[config.mk]
export PLATFORM = sky130hd
export DESIGN_NAME = gcl_div_cell
export DESIGN_NICKNAME = d
export VERILOG_FILES = /design/src/hdl/gcl_pkg.sv /design/src/hdl/gcl_div_cell.sv
export SDC_FILE = /design/constraint.sdc
export NUM_CORES = 1
export LEC_CHECK = 0
export BUFFER_PORTS_ARGS = -buffer_cell sky130_fd_sc_hd__buf_2
export CAP_MARGIN = 20
export CORE_MARGIN = 2
export CORE_UTILIZATION = 25
export DETAILED_ROUTE_END_ITERATION = 8
export GPL_TIMING_DRIVEN = 0
export PLACE_DENSITY_LB_ADDON = 0.12
export SETUP_SLACK_MARGIN = 0.5
export SYNTH_ARGS = -nofsm -noshare
export SYNTH_HDL_FRONTEND = slang
export SYNTH_SLANG_ARGS = --single-unit
[constraint.sdc]
create_clock -name i_clk -period 2.4 [get_ports i_clk]
set_input_delay 0.24 -clock i_clk [delete_from_list [all_inputs] [get_ports i_clk]]
set_output_delay 0.24 -clock i_clk [all_outputs]
set_load 0.03 [all_outputs]
[src/hdl/gcl_pkg.sv]
// Package for the gamma curve with linear toe block.
// Holds widths, register codes, the side-band type and the exp2 coefficient function.
// No dependencies.
package gcl_pkg;

    localparam int IN_W   = 12;
    localparam int OUT_W  = 12;
    localparam int PIX_W  = 12;
    localparam int BUS_W  = 16;
    localparam int CFG_W  = 16;
    localparam int IDX_W  = 3;
    localparam int FRAC   = 24;
    localparam int Z_W    = 31;
    localparam int LOG_N  = 24;
    localparam int EXP_N  = 24;
    localparam int ACC_W  = 32;
    localparam int DIV_W  = 32;
    localparam int Y_W    = 30;
    localparam int D_W    = 46;
    localparam int T_W    = 26;
    localparam int N_W    = 44;
    localparam int M_W    = N_W + OUT_W + 1;
    localparam int K_MAX  = 40;

    typedef enum logic [IDX_W-1:0] {
        REG_KINK      = 3'd0,
        REG_TOE_GAIN  = 3'd1,
        REG_TOE_OFF   = 3'd2,
        REG_CRV_GAIN  = 3'd3,
        REG_CRV_EXP   = 3'd4,
        REG_CRV_OFF   = 3'd5,
        REG_UNIT      = 3'd6
    } t_cfg_idx;

    typedef struct packed {
        logic [IN_W-1:0] pix;
        logic            toe;
        logic            zero;
        logic            bypass;
        logic [4:0]      cnt;
        logic            saty;
        logic [6:0]      k;
        logic            neg;
        logic            satq;
    } t_side;

    function automatic logic [63:0] isqrt64(input logic [63:0] val);
        logic [63:0] v;
        logic [63:0] r;
        logic [63:0] b;
        v = val;
        r = 64'd0;
        b = 64'd1 << 62;
        for (int q = 0; q < 32; q++) begin
            if (v >= r + b) begin
                v = v - (r + b);
                r = (r >> 1) + b;
            end else begin
                r = r >> 1;
            end
            b = b >> 2;
        end
        return r;
    endfunction

    // c_i = floor(sqrt(c_(i-1) * 2^30)), c_0 = 2^31
    function automatic logic [Z_W-1:0] exp_coef(input int idx);
        logic [63:0] c;
        c = 64'd1 << 31;
        for (int i = 1; i <= EXP_N; i++) begin
            if (i <= idx) begin
                c = isqrt64(c << 30);
            end
        end
        return c[Z_W-1:0];
    endfunction

endpackage

[src/hdl/gcl_div_cell.sv]
// One restoring division step by a 16-bit divisor.
// Depends on gcl_pkg.
module gcl_div_cell (
    input  logic                      i_clk,
    input  logic                      i_en,
    input  logic [15:0]               i_div,
    input  logic [15:0]               i_rem,
    input  logic [gcl_pkg::DIV_W-1:0] i_word,
    output logic [15:0]               o_rem,
    output logic [gcl_pkg::DIV_W-1:0] o_word
);

    logic [16:0]               w_try;
    logic                      w_q;
    logic [15:0]               n_rem;
    logic [15:0]               r_rem;
    logic [gcl_pkg::DIV_W-1:0] r_word;

    always_comb begin
        w_try = {i_rem, i_word[gcl_pkg::DIV_W-1]};
        w_q   = (w_try >= {1'b0, i_div});
        n_rem = w_q ? 16'(w_try - {1'b0, i_div}) : w_try[15:0];
    end

    always_ff @(posedge i_clk) begin
        if (i_en) begin
            r_rem  <= n_rem;
            r_word <= {i_word[gcl_pkg::DIV_W-2:0], w_q};
        end
    end

    assign o_rem  = r_rem;
    assign o_word = r_word;

endmodule

==> results.cfg <==
[sta]
final.setup.tns_ps = 0
fin_hold_ws_ps = 105
fin_crit_sh_pct = 87.3
rsz0062_at_grt = true
final-hold-violation-count = 0
fmax_mhz = 477
fin_crit_ps = 2090
finalSetupViolations = 0
worst_pin_slew_ps = 618
drv_slew = 0
relSlewSlack_pct = 58.4

[final_layout]
regArea_um2 = 1440
diodes = 0
multiInputGateArea_um2 = 1300
drive_gt1_share_pct = 57.3
finalInstanceArea_um2 = 4010
area_growth_syn_to_layout_pct = 55.2
final_common_cell = buf_2
fin_util_pct = 39.4
fin_nets = 431
final_cell_mix = buf_2 (105), edfxtp_1 (48), buf_4 (19)
fill_cells = 1045

[detailed_routing]
vias = 2080
first_pass_iters = 4
top_layer = met4
wl_um = 6630
via_per_inst = 4.29
avgRoutedWirePerCell_um = 13.7
ant_nets = 0
initialDrtViolationCount = 63
drc_errors = 0
wl_met3_um = 546
wl_met1_um = 3160
met2WireLength_um = 2900

[setup_path]
worstSetupEndpointType = register
worst-setup-path-type = in -> reg
cp_data_arrival_time_ps = 2160
cp_max_fo = 5
crit_required_ps = 2470
startpoint_type = input port

[floorplan]
coreArea_um2 = 10200
start_util_pct = 25.4
std_cell_rows = 37
die_x_um = 106
die-height_um = 106
ios = 114
die_area_um2 = 11200

[yosys]
syn_inst = 203
yosys-top-cells-area = edfxtp_1 (56%), ha_1 (7.7%), mux2_4 (3.5%)
synth-seq-cells = 48
avgSynthCellArea_um2 = 12.7
synth_cell_types = 39
syn_area_um2 = 2590
yosysWarnings = 0
synthDominantCellAreaShare_pct = 55.7
ys_async_sr_fraction_pct = 0
syn_nets = 286
synthFlopType = edfxtp_1
synth_top_area_cell = edfxtp_1
synth_enable_flop_cells = 48
seq_area_frac_synth_pct = 55.7

[placed_design]
io_buffers = 113
place_congestion = 0.766
hpwl_um = 4940
place_area_um2 = 3530

[clock_tree]
numClockSinks = 48
clockBufferDepth = 2
cts_buffers = 5
root_buffer = clkbuf_8
cts_tree = done
clkTransAtPathRegs_ps = 100
htree_levels = 2
cts_hold_buf = 0

[power]
fin_total_pwr_mw = 2.39
p_per_area_nw_per_um2 = 596
peakVddDrop_uv = 264
leakagePower_nw = 1.73

[grt]
grt_first_pass_wirelength_um = 9880
grt_max_degree = 37
grt-ovfl-total = 0
antenna_found_initial = 0
grt_use_total_pct = 11.3
first_global_vias = 1932

[min_path]
min_path_type = in -> reg

[job]
cap_violations = 0

[status]
status = finished clean
==> worst max-delay path: stages <==
cell	delay, ps
buf_6	100
ha_4	250
buf_6	100
nand4_4	100
or4_4	560
o211ai_4	110
a31oi_4	140
buf_12	150
buf_12	130
mux2_4	290
==> per-stage QoR <==
step | std cells | setup slack [ps]
after global placement | 452 | -211
after floorplan | 203 | 159
after detailed placement | 453 | -212
after global routing | 485 | 281
final | 485 | 305
after CTS | 475 | 309
==> area by class of cell <==
cell class / instances / area share (%)
Sequential cell: 48 / 35.9
Tap cell: 136 / 4.24
Inverter: 22 / 2.37
Clock inverter: 3 / 0.468
Clock buffer: 5 / 1.71
Timing Repair Buffer: 138 / 21.5
Multi-Input combinational cell: 129 / 32.3
Buffer: 4 / 1.43
==> Yosys cell counts (all sizes together) (2+ instances only) <==
cell and count:
edfxtp 48, inv 22, ha 16, a21oi 14
mux2 13, o21ai 13, nor2 12, nand2 8
a21o 7, xnor2 6, a211oi 5, buf 3
nand3 3, nand4 3, nor2b 3, o21a 3
xor2 3, a21boi 2, mux2i 2, o211ai 2
o31a 2
==> timing repair <==
item / CTS / global route
pin swaps: 6 / 8
resized for setup: 18 / 29
endpoints found under the setup margin: 17 / 17
endpoints found under the hold margin: 0 / 0
setup buffers: 14 / 10
==> cells by family after synthesis <==
| logic type | Yosys count | share of synthesized area, % |
|---|---|---|
| buffers and inverters | 26 | 4.40 |
| XOR/XNOR | 9 | 3.05 |
| adder cells (fa/ha/maj) | 17 | 8.51 |
| multiplexers | 15 | 7.31 |
| flip-flops | 48 | 55.7 |
| AO/OA/AOI/OAI | 55 | 14.6 |
| AND/OR/NAND/NOR | 33 | 6.39 |
==> worst paths after layout <==
| path | startpoint | endpoint | slack [ps] | depth (start not counted) |
|---|---|---|---|---|
| min | i_word[14] | o_word[15] | 110 | 1 |
| max | i_rem[11] | o_rem[9] | 310 | 10 |
==> sequential cells by signal, indices dropped and copies added, names as in the netlist <==
register and count:
o_word 32, o_rem 16
==> layer usage <==
layer | vias to the layer above | global-route usage (%)
met1 | 946 | 14.9
met4 | 0 | 2.26
met5 | - | 0
li1 | 1042 | -
met3 | 2 | 3.59
met2 | 90 | 18.2
==> power by group <==
group / switching (mW) / internal, mW
logic: 0.461 / 0.386
clock network: 0.295 / 0.202
registers: 0.0183 / 1.03
total: 0.774 / 1.62
No activity file was read; power rests on OpenSTA's default activity.
