--- config.mk ---
export PLATFORM = sky130hd
export DESIGN_NAME = gcl_exp_cell
export DESIGN_NICKNAME = d
export VERILOG_FILES = /design/src/hdl/gcl_pkg.sv /design/src/hdl/gcl_exp_cell.sv
export SDC_FILE = /design/constraint.sdc
export NUM_CORES = 2
export LEC_CHECK = 0
export BUFFER_PORTS_ARGS = -buffer_cell sky130_fd_sc_hd__buf_2
export CORE_MARGIN = 2
export CORE_UTILIZATION = 50
export CTS_CLUSTER_DIAMETER = 80
export CTS_CLUSTER_SIZE = 10
export DETAILED_ROUTE_END_ITERATION = 8
export PLACE_DENSITY = 0.74
export SLEW_MARGIN = 0
export SYNTH_ARGS = -nofsm -noshare
export SYNTH_HDL_FRONTEND = slang
export SYNTH_SLANG_ARGS = --single-unit
--- constraint.sdc ---
create_clock -name i_clk -period 9.7 [get_ports i_clk]
set_clock_uncertainty 0.2 [all_clocks]
set_input_delay 0.97 -clock i_clk [delete_from_list [all_inputs] [get_ports i_clk]]
set_output_delay 0.97 -clock i_clk [all_outputs]
set_load 0.01 [all_outputs]
--- src/hdl/gcl_pkg.sv ---
// Package for the gamma curve with linear toe block.
// Holds widths, register codes, the side-band type and the exp2 coefficient function.
// No dependencies.
package gcl_pkg;

    localparam int IN_W   = 12;
    localparam int OUT_W  = 12;
    localparam int PIX_W  = 12;
    localparam int BUS_W  = 16;
    localparam int CFG_W  = 16;
    localparam int IDX_W  = 3;
    localparam int FRAC   = 24;
    localparam int Z_W    = 31;
    localparam int LOG_N  = 24;
    localparam int EXP_N  = 24;
    localparam int ACC_W  = 32;
    localparam int DIV_W  = 32;
    localparam int Y_W    = 30;
    localparam int D_W    = 46;
    localparam int T_W    = 26;
    localparam int N_W    = 44;
    localparam int M_W    = N_W + OUT_W + 1;
    localparam int K_MAX  = 40;

    typedef enum logic [IDX_W-1:0] {
        REG_KINK      = 3'd0,
        REG_TOE_GAIN  = 3'd1,
        REG_TOE_OFF   = 3'd2,
        REG_CRV_GAIN  = 3'd3,
        REG_CRV_EXP   = 3'd4,
        REG_CRV_OFF   = 3'd5,
        REG_UNIT      = 3'd6
    } t_cfg_idx;

    typedef struct packed {
        logic [IN_W-1:0] pix;
        logic            toe;
        logic            zero;
        logic            bypass;
        logic [4:0]      cnt;
        logic            saty;
        logic [6:0]      k;
        logic            neg;
        logic            satq;
    } t_side;

    function automatic logic [63:0] isqrt64(input logic [63:0] val);
        logic [63:0] v;
        logic [63:0] r;
        logic [63:0] b;
        v = val;
        r = 64'd0;
        b = 64'd1 << 62;
        for (int q = 0; q < 32; q++) begin
            if (v >= r + b) begin
                v = v - (r + b);
                r = (r >> 1) + b;
            end else begin
                r = r >> 1;
            end
            b = b >> 2;
        end
        return r;
    endfunction

    // c_i = floor(sqrt(c_(i-1) * 2^30)), c_0 = 2^31
    function automatic logic [Z_W-1:0] exp_coef(input int idx);
        logic [63:0] c;
        c = 64'd1 << 31;
        for (int i = 1; i <= EXP_N; i++) begin
            if (i <= idx) begin
                c = isqrt64(c << 30);
            end
        end
        return c[Z_W-1:0];
    endfunction

endpackage

--- src/hdl/gcl_exp_cell.sv ---
// One conditional multiply step of the exp2 chain.
// Depends on gcl_pkg.
module gcl_exp_cell (
    input  logic                      i_clk,
    input  logic                      i_en,
    input  logic [gcl_pkg::Z_W-1:0]   i_coef,
    input  logic [gcl_pkg::ACC_W-1:0] i_acc,
    input  logic [gcl_pkg::FRAC-1:0]  i_s,
    output logic [gcl_pkg::ACC_W-1:0] o_acc,
    output logic [gcl_pkg::FRAC-1:0]  o_s
);

    logic [gcl_pkg::ACC_W+gcl_pkg::Z_W-1:0] w_prod;
    logic [gcl_pkg::ACC_W-1:0]              n_acc;
    logic [gcl_pkg::ACC_W-1:0]              r_acc;
    logic [gcl_pkg::FRAC-1:0]               r_s;

    always_comb begin
        w_prod = i_acc * i_coef;
        n_acc  = i_s[gcl_pkg::FRAC-1] ? w_prod[61:30] : i_acc;
    end

    always_ff @(posedge i_clk) begin
        if (i_en) begin
            r_acc <= n_acc;
            r_s   <= {i_s[gcl_pkg::FRAC-2:0], 1'b0};
        end
    end

    assign o_acc = r_acc;
    assign o_s   = r_s;

endmodule

==> flow_summary.ini <==
[status]
status = completed

[floorplan]
fp-row-count = 94
coreArea_sq_um = 65900
die_x_um = 262
die_area_sq_um = 68800
fp.dieH_um = 262
initial_core_util_pct = 50.7
pin_count = 145

[route]
drt_iter0_drc = 2137
num_vias = 24700
ant_nets = 0
wire_per_inst_um = 21.4
drt_wl_total_mm = 95.1
firstDrtPassIters = 6
drc = 0
vias_per_cell = 5.56

[synthesis]
synthArstFlopShare_pct = 0
synth_largest_area_cell = fa_1
ys_top_cells_by_area = fa_1, and2_1, ha_1
ys.flop_type = edfxtp_1
synth_cells = 3556
synth_edf_count = 55
syn_area_per_cell_sq_um = 9.39
ys_seq_area_share_pct = 4.95
synth.yosys.warnings = 0
ys_seq_elements = 55
syn-cell-area_sq_um = 33400
ys_types = 58
syn_nets = 4756
synth_top_area_share_pct = 51.8

[flow_run]
cap_violations = 0

[worst_setup_path]
critical_path.startpoint_type = primary input
worstSetupEndpointType = flop
critical_path_arrival_ns = 8.98
critPathMaxFanout = 32
cp_data_required_time_ns = 9.56
crit_type = in -> reg

[global_route]
grt_pass1_vias = 27500
gr-usage-all-layers_pct = 28.6
grt_antenna_before_repair = 4
grt_pass1_wl_mm = 153
grt_remaining_overflow = 0
grt_max_degree = 56

[min_path]
min_from = i_s[16]
hold_path.class = in -> reg
hold_path_end = o_s[17]$_DFFE_PP_
holdPathStages = 1

[finish]
nNetsFinal = 4769
mostFrequentLayoutCells = fa_1, inv_1, and2_1, nand2_1, ha_1
area_growth_pct = 5.06
layout_commonest_cell = fa_1
postLayoutCellArea_sq_um = 35100
drive_gt1_share_pct = 6.92

[placement]
place.gp.congestion = 0.963
placed_area_sq_um = 34900
dpl.hpwl_mm = 74.3
io_buffers = 143

[cts]
cts_tree = done
clock-sinks = 55
cts_resized = 0
root_buffer = clkbuf_16
clockBufferDepth = 2
htree_levels = 2
cts_made_buffers = 5
clkTransAtPathRegs_ns = 0.08
hold_buffers = 0
postCtsSetupRepairBufs = 0

[timing]
rsz0062_at_grt = false
timing.final.crit_share_pct = 94.0
finalHoldViolCount = 0
fin_crit_ns = 9.12
setup_viol = 0
max_slew_margin_pct = 32.5
tightest_slew_ns = 1.01
max_clock_freq_mhz = 110
finalSetupTns_ns = 0
drv_slew = 0
[cell usage after synthesis, types with 3 or more instances]
cell type  number
o211ai_1        6
nand2_1       519
edfxtp_1       55
o311ai_0        4
xnor2_1        18
o31ai_1         4
a31oi_1         5
a211oi_1        8
and4_1          5
mux2_2         18
ha_1          247
fa_1          864
o21a_1         10
nand2b_1        6
nor2_1         23
nand3_1        16
clkbuf_1      202
nor2b_1        10
xor2_1          9
nand4_1        18
a21oi_1        60
o21ai_1         4
o21bai_1        6
and2_1        519
a21boi_0        3
a31o_2          3
inv_1         797
o2111ai_1       7
o21ai_0        26
nor3_1         12
and3_1          6
a21o_1         31
[per-stage QoR]
stage          hold slack [ns]  util (%)  instances  setup WS (ns)
2_1_floorplan            0.869         -       3556           1.69
3_3_place_gp             0.946      53.0       4426          0.616
3_5_place_dp             0.948      53.0       4426          0.510
4_1_cts                  0.626      53.2       4434          0.766
5_1_grt                  0.617      53.2       4435          0.446
6_report                 0.632      53.2       4439          0.578
[kinds of logic (layout without fill, tap and decap cells)]
family                   after synthesis  in the layout  synth area share (%)
flip-flops                            55             55                  4.95
buffers and inverters               1000           1014                  11.3
multiplexers                          20             20                 0.667
adder cells (fa/ha/maj)             1111           1111                  61.1
AND/OR/NAND/NOR                     1145           1145                  17.4
AO/OA/AOI/OAI                        197            197                  3.94
other                                  1              6                0.0112
XOR/XNOR                              27             27                 0.709
[critical path: stages]
cell      delay [ns]
buf_2           0.75
nand2_1         0.22
fa_1            0.58
fa_1            0.56
inv_1           0.06
fa_1            0.50
fa_1            0.59
fa_1            0.45
fa_1            0.46
fa_1            0.49
inv_1           0.05
fa_1            0.47
inv_1           0.04
ha_1            0.39
a21oi_1         0.34
o21ai_0         0.26
a31oi_1         0.20
o31a_1          0.33
and2_1          0.30
o21ai_2         0.14
a311oi_2        0.43
xnor2_1         0.12
mux2_2          0.27
[flip-flops by register name, indices dropped and copies added, names as in the netlist]
register,cells
o_s,23
o_acc,32
[worst max-delay path by stage]
stage	to	cells past startpoint	slack, ns	from
floorplan	o_acc[24]$_DFFE_PP_	26	1.69	i_acc[31]
global placement	o_acc[23]$_DFFE_PP_	25	0.62	i_acc[15]
detailed placement	o_acc[19]$_DFFE_PP_	23	0.51	i_coef[16]
CTS	o_acc[19]$_DFFE_PP_	23	0.77	i_coef[16]
global route	o_acc[19]$_DFFE_PP_	23	0.45	i_coef[16]
finish	o_acc[19]$_DFFE_PP_	23	0.58	i_coef[16]
[area by class of cell]
cell class	count	area (sq um)
Antenna cell	5	12.5
Clock buffer	5	125
Clock inverter	3	23.8
Fill cell	5904	30800
Inverter	797	2990
Multi-Input combinational cell	2501	28000
Sequential cell	55	1650
Tap cell	864	1080
Timing Repair Buffer	209	1210
[per-layer routing]
layer / vias up / part of all wire [%] / track usage [%]
met2: 1238 / 48 / 48.1
met3: 300 / 8.9 / 4.85
met1: 12700 / 38 / 36.4
met4: 0 / 5.5 / 12.9
li1: 10400 / - / -
met5: - / 0 / 0
Power is left out: the tool's default activity adds up to more than one toggle a clock period on the data nets, which glitch-free logic cannot reach.
