--- src/hdl/gcl_pkg.sv ---
// Package for the gamma curve with linear toe block.
// Holds widths, register codes, the side-band type and the exp2 coefficient function.
// No dependencies.
package gcl_pkg;

    localparam int IN_W   = 12;
    localparam int OUT_W  = 12;
    localparam int PIX_W  = 12;
    localparam int BUS_W  = 16;
    localparam int CFG_W  = 16;
    localparam int IDX_W  = 3;
    localparam int FRAC   = 24;
    localparam int Z_W    = 31;
    localparam int LOG_N  = 24;
    localparam int EXP_N  = 24;
    localparam int ACC_W  = 32;
    localparam int DIV_W  = 32;
    localparam int Y_W    = 30;
    localparam int D_W    = 46;
    localparam int T_W    = 26;
    localparam int N_W    = 44;
    localparam int M_W    = N_W + OUT_W + 1;
    localparam int K_MAX  = 40;

    typedef enum logic [IDX_W-1:0] {
        REG_KINK      = 3'd0,
        REG_TOE_GAIN  = 3'd1,
        REG_TOE_OFF   = 3'd2,
        REG_CRV_GAIN  = 3'd3,
        REG_CRV_EXP   = 3'd4,
        REG_CRV_OFF   = 3'd5,
        REG_UNIT      = 3'd6
    } t_cfg_idx;

    typedef struct packed {
        logic [IN_W-1:0] pix;
        logic            toe;
        logic            zero;
        logic            bypass;
        logic [4:0]      cnt;
        logic            saty;
        logic [6:0]      k;
        logic            neg;
        logic            satq;
    } t_side;

    function automatic logic [63:0] isqrt64(input logic [63:0] val);
        logic [63:0] v;
        logic [63:0] r;
        logic [63:0] b;
        v = val;
        r = 64'd0;
        b = 64'd1 << 62;
        for (int q = 0; q < 32; q++) begin
            if (v >= r + b) begin
                v = v - (r + b);
                r = (r >> 1) + b;
            end else begin
                r = r >> 1;
            end
            b = b >> 2;
        end
        return r;
    endfunction

    // c_i = floor(sqrt(c_(i-1) * 2^30)), c_0 = 2^31
    function automatic logic [Z_W-1:0] exp_coef(input int idx);
        logic [63:0] c;
        c = 64'd1 << 31;
        for (int i = 1; i <= EXP_N; i++) begin
            if (i <= idx) begin
                c = isqrt64(c << 30);
            end
        end
        return c[Z_W-1:0];
    endfunction

endpackage

--- src/hdl/gcl_log_cell.sv ---
// One squaring step of the -log2 chain.
// Depends on gcl_pkg.
module gcl_log_cell (
    input  logic                    i_clk,
    input  logic                    i_en,
    input  logic [gcl_pkg::Z_W-1:0] i_z,
    input  logic [gcl_pkg::FRAC-1:0] i_frac,
    output logic [gcl_pkg::Z_W-1:0] o_z,
    output logic [gcl_pkg::FRAC-1:0] o_frac
);

    logic [2*gcl_pkg::Z_W-1:0] w_sq;
    logic [31:0]               w_sh;
    logic [gcl_pkg::Z_W-1:0]   n_z;
    logic [gcl_pkg::FRAC-1:0]  n_frac;
    logic [gcl_pkg::Z_W-1:0]   r_z;
    logic [gcl_pkg::FRAC-1:0]  r_frac;

    always_comb begin
        w_sq = i_z * i_z;
        w_sh = w_sq[61:30];
        if (w_sh[31]) begin
            n_z    = w_sh[31:1];
            n_frac = {i_frac[gcl_pkg::FRAC-2:0], 1'b1};
        end else begin
            n_z    = w_sh[30:0];
            n_frac = {i_frac[gcl_pkg::FRAC-2:0], 1'b0};
        end
    end

    always_ff @(posedge i_clk) begin
        if (i_en) begin
            r_z    <= n_z;
            r_frac <= n_frac;
        end
    end

    assign o_z    = r_z;
    assign o_frac = r_frac;

endmodule

--- config.mk ---
export PLATFORM = sky130hd
export DESIGN_NAME = gcl_log_cell
export DESIGN_NICKNAME = d
export VERILOG_FILES = /design/src/hdl/gcl_pkg.sv /design/src/hdl/gcl_log_cell.sv
export SDC_FILE = /design/constraint.sdc
export NUM_CORES = 2
export LEC_CHECK = 0
export BUFFER_PORTS_ARGS = -buffer_cell sky130_fd_sc_hd__buf_2
export CAP_MARGIN = 10
export CORE_AREA = 2 2 240 242
export CTS_CLUSTER_SIZE = 8
export DETAILED_ROUTE_END_ITERATION = 8
export DIE_AREA = 0 0 242 244
export GPL_ROUTABILITY_DRIVEN = 0
export PLACE_DENSITY = 0.75
export SLEW_MARGIN = 20
export SYNTH_ARGS = -nofsm -noshare
export SYNTH_HDL_FRONTEND = slang
export SYNTH_SLANG_ARGS = --single-unit
export TNS_END_PERCENT = 10
--- constraint.sdc ---
create_clock -name i_clk -period 11.3 [get_ports i_clk]
set_input_delay 1.13 -clock i_clk [delete_from_list [all_inputs] [get_ports i_clk]]
set_output_delay 1.13 -clock i_clk [all_outputs]
set_load 0.01 [all_outputs]
==> run_results.csv <==
group,metric,value,unit
cts,numCtsBuffers,5,
place,port_buffers,110,
grt,overflow,0,
finish,utilization,54.24,%
cts,clock_path_buffers,2,
cts,cts_setup_buffers,0,
cts,clkSinkCount,55,
sta,slew_headroom,33.76,%
floorplan,die_w,242,um
finish,nFillCells,4979,
route,wl_per_cell,18.19,um
critical_path,crit_fanout,28,
grt,grt_pass1_wl,115600,um
floorplan,die_h,244,um
synthesis,async_flop_share,0,%
finish,finalNonFillerCells,3809,
floorplan,io_pins,112,
critical_path,endpoint_kind,"flip-flop",
flow_run,drv_cap,0,
critical_path,cp_top_family,"adder cells",
grt,antenna_found_initial,1,
finish,n_antenna_cell,0,
synthesis,synth_common_cells,"inv_1, fa_1, nand2_1",
route,num_vias,19990,
route,dr.pass1.iters,7,
finish,nNetsFinal,4125,
route,drc_errors,0,
cts,tritoncts,"built",
finish,areaGrowthSynthToFinish,4.677,%
route,wl,69280,um
critical_path,max_stage_delay,0.63,ns
sta,setup_viol,0,
floorplan,initial_utilization,51.82,%
sta,min_period,9.906,ns
synthesis,synth.most_common_cell,"inv_1",
synthesis,synthesis.instances,3027,
floorplan,core,56170,um^2
synthesis,yosys_warnings,0,
synthesis,yosysSeqAreaShare,5.675,%
hold_path,hp-class,"in2reg",
sta,tns,0,ns
synthesis,synthFlopType,"edfxtp_1",
cts,cts_resized,0,
run_status,status,"finished, final reports clean",
sta,hold_violations,0,
synthesis,synthDistinctLibCells,70,
sta,clock.fmax,100.9,MHz
critical_path,crit_buf_inv,7,
floorplan,die_area,59050,um^2
sta,grt_setup_unrepaired,"false",
critical_path,crit_type,"in2reg",
route,viasPerCell,5.248,
cts,h-tree-depth,2,
synthesis,ys_ff_latch,55,
critical_path,cp-start-kind,"primary input",
critical_path,critPathSlowestCell,"buf_2",
place,dp_cells,3801,
critical_path,worstPathRequired,11.43,ns
cts,cts_hold_buf,0,
synthesis,syn-num-nets,4100,
place,place_hpwl,57200,um
synthesis,synth_edf_count,55,
synthesis,yosysTopAreaCell,"fa_1",
grt,grt_pass1_vias,22800,
synthesis,synth_area_per_cell,9.615,um^2
cts,path_clk_slew,0.07,ns
synthesis,synth_area,29100,um^2
sta,timing.final.crit_share,87.67,%
route,drt-initial-drc-count,1251,
sta,worst-slew-pin-transition,0.9937,ns
critical_path,arrival,10.03,ns
synthesis,post-synth-top-area-fraction,51.38,%
cts,cts_root_buf,"clkbuf_16",
finish,post_route_cells_drive_above_1_share,5.798,%
synthesis,synth_top_cells_by_area,"fa_1, inv_1, ha_1",
route,antenna_violating_nets_post_route,0,
critical_path,crit_top_cell,"fa_1",
sta,drv_slew,0,
grt,grt_max_degree,56,
grt,track_usage,24.93,%
floorplan,fp-row-count,87,
-- sequential cells by signal, indices dropped and copies added, names as in the netlist --
signal	cells
o_frac	24
o_z	31
-- final cells by class --
| class | count | area [um^2] | share of cell area (%) |
|---|---|---|---|
| flip-flops and latches | 55 | 1652 | 5.421 |
| clock inverters | 3 | 67.56 | 0.2218 |
| inverters | 920 | 3453 | 11.34 |
| repair buffers | 130 | 700.7 | 2.300 |
| clock buffers | 5 | 125.1 | 0.4107 |
| well taps | 756 | 945.9 | 3.105 |
| multi-input cells | 1940 | 23520 | 77.21 |
-- cell usage in the layout, fill, tap and decap left out, types with 5 or more instances in the layout --
cell | synthesis | layout
inv_1 | 919 | 919
fa_1 | 747 | 747
nand2_1 | 301 | 301
ha_1 | 269 | 269
and2_1 | 190 | 190
buf_2 | 8 | 110
a21oi_1 | 62 | 62
nor2_1 | 60 | 60
edfxtp_1 | 55 | 55
o21ai_0 | 38 | 38
xnor2_1 | 32 | 32
a21o_1 | 28 | 28
xor2_1 | 21 | 21
mux2_2 | 20 | 20
buf_4 | 4 | 20
nand3_1 | 19 | 19
nand4_1 | 16 | 16
nor3_1 | 15 | 15
mux2i_1 | 9 | 9
a211oi_1 | 9 | 9
nor2b_1 | 8 | 8
and3_1 | 8 | 8
o21bai_1 | 8 | 8
a31oi_1 | 7 | 7
or2_2 | 6 | 6
nand2b_1 | 6 | 6
o31ai_1 | 6 | 6
clkbuf_16 | 0 | 5
-- final timing paths --
check,startpoint,end,slack [ns],cells past startpoint
setup / recovery,i_z[17],o_z[28]$_DFFE_PP_,1.39,26
hold / removal,i_frac[1],o_frac[2]$_DFFE_PP_,1.01,1
-- per-layer routing --
metal | wire (um) | up-vias | GRT usage (%) | share of wire, %
li1 | - | 8905 | - | -
met1 | 26570 | 10190 | 31.00 | 38
met3 | 4281 | 187 | 2.974 | 6.2
met4 | 3089 | 0 | 9.259 | 4.5
met2 | 35340 | 705 | 44.77 | 51
met5 | 0 | - | 0 | 0
-- per-stage QoR --
stage | hold slack, ns | instance area [um^2] | setup slack [ns]
2_1_floorplan | 1.229 | 29100 | 2.419
3_3_place_gp | 1.306 | 30270 | 1.271
3_5_place_dp | 1.308 | 30270 | 1.251
4_1_cts | 1.001 | 30470 | 1.518
5_1_grt | 0.9962 | 30470 | 1.019
6_report | 1.008 | 30470 | 1.394
-- cell families after synthesis --
kind of cell	share of synthesized area (%)
buf+inv	13.51
mux	1.135
compound gates	4.467
flops	5.675
simple gates	10.67
xor+xnor	1.595
fa+ha+maj	62.95
Power is not shown: default switching activity piles up to over one toggle a cycle in this logic, so the estimate is an artifact.
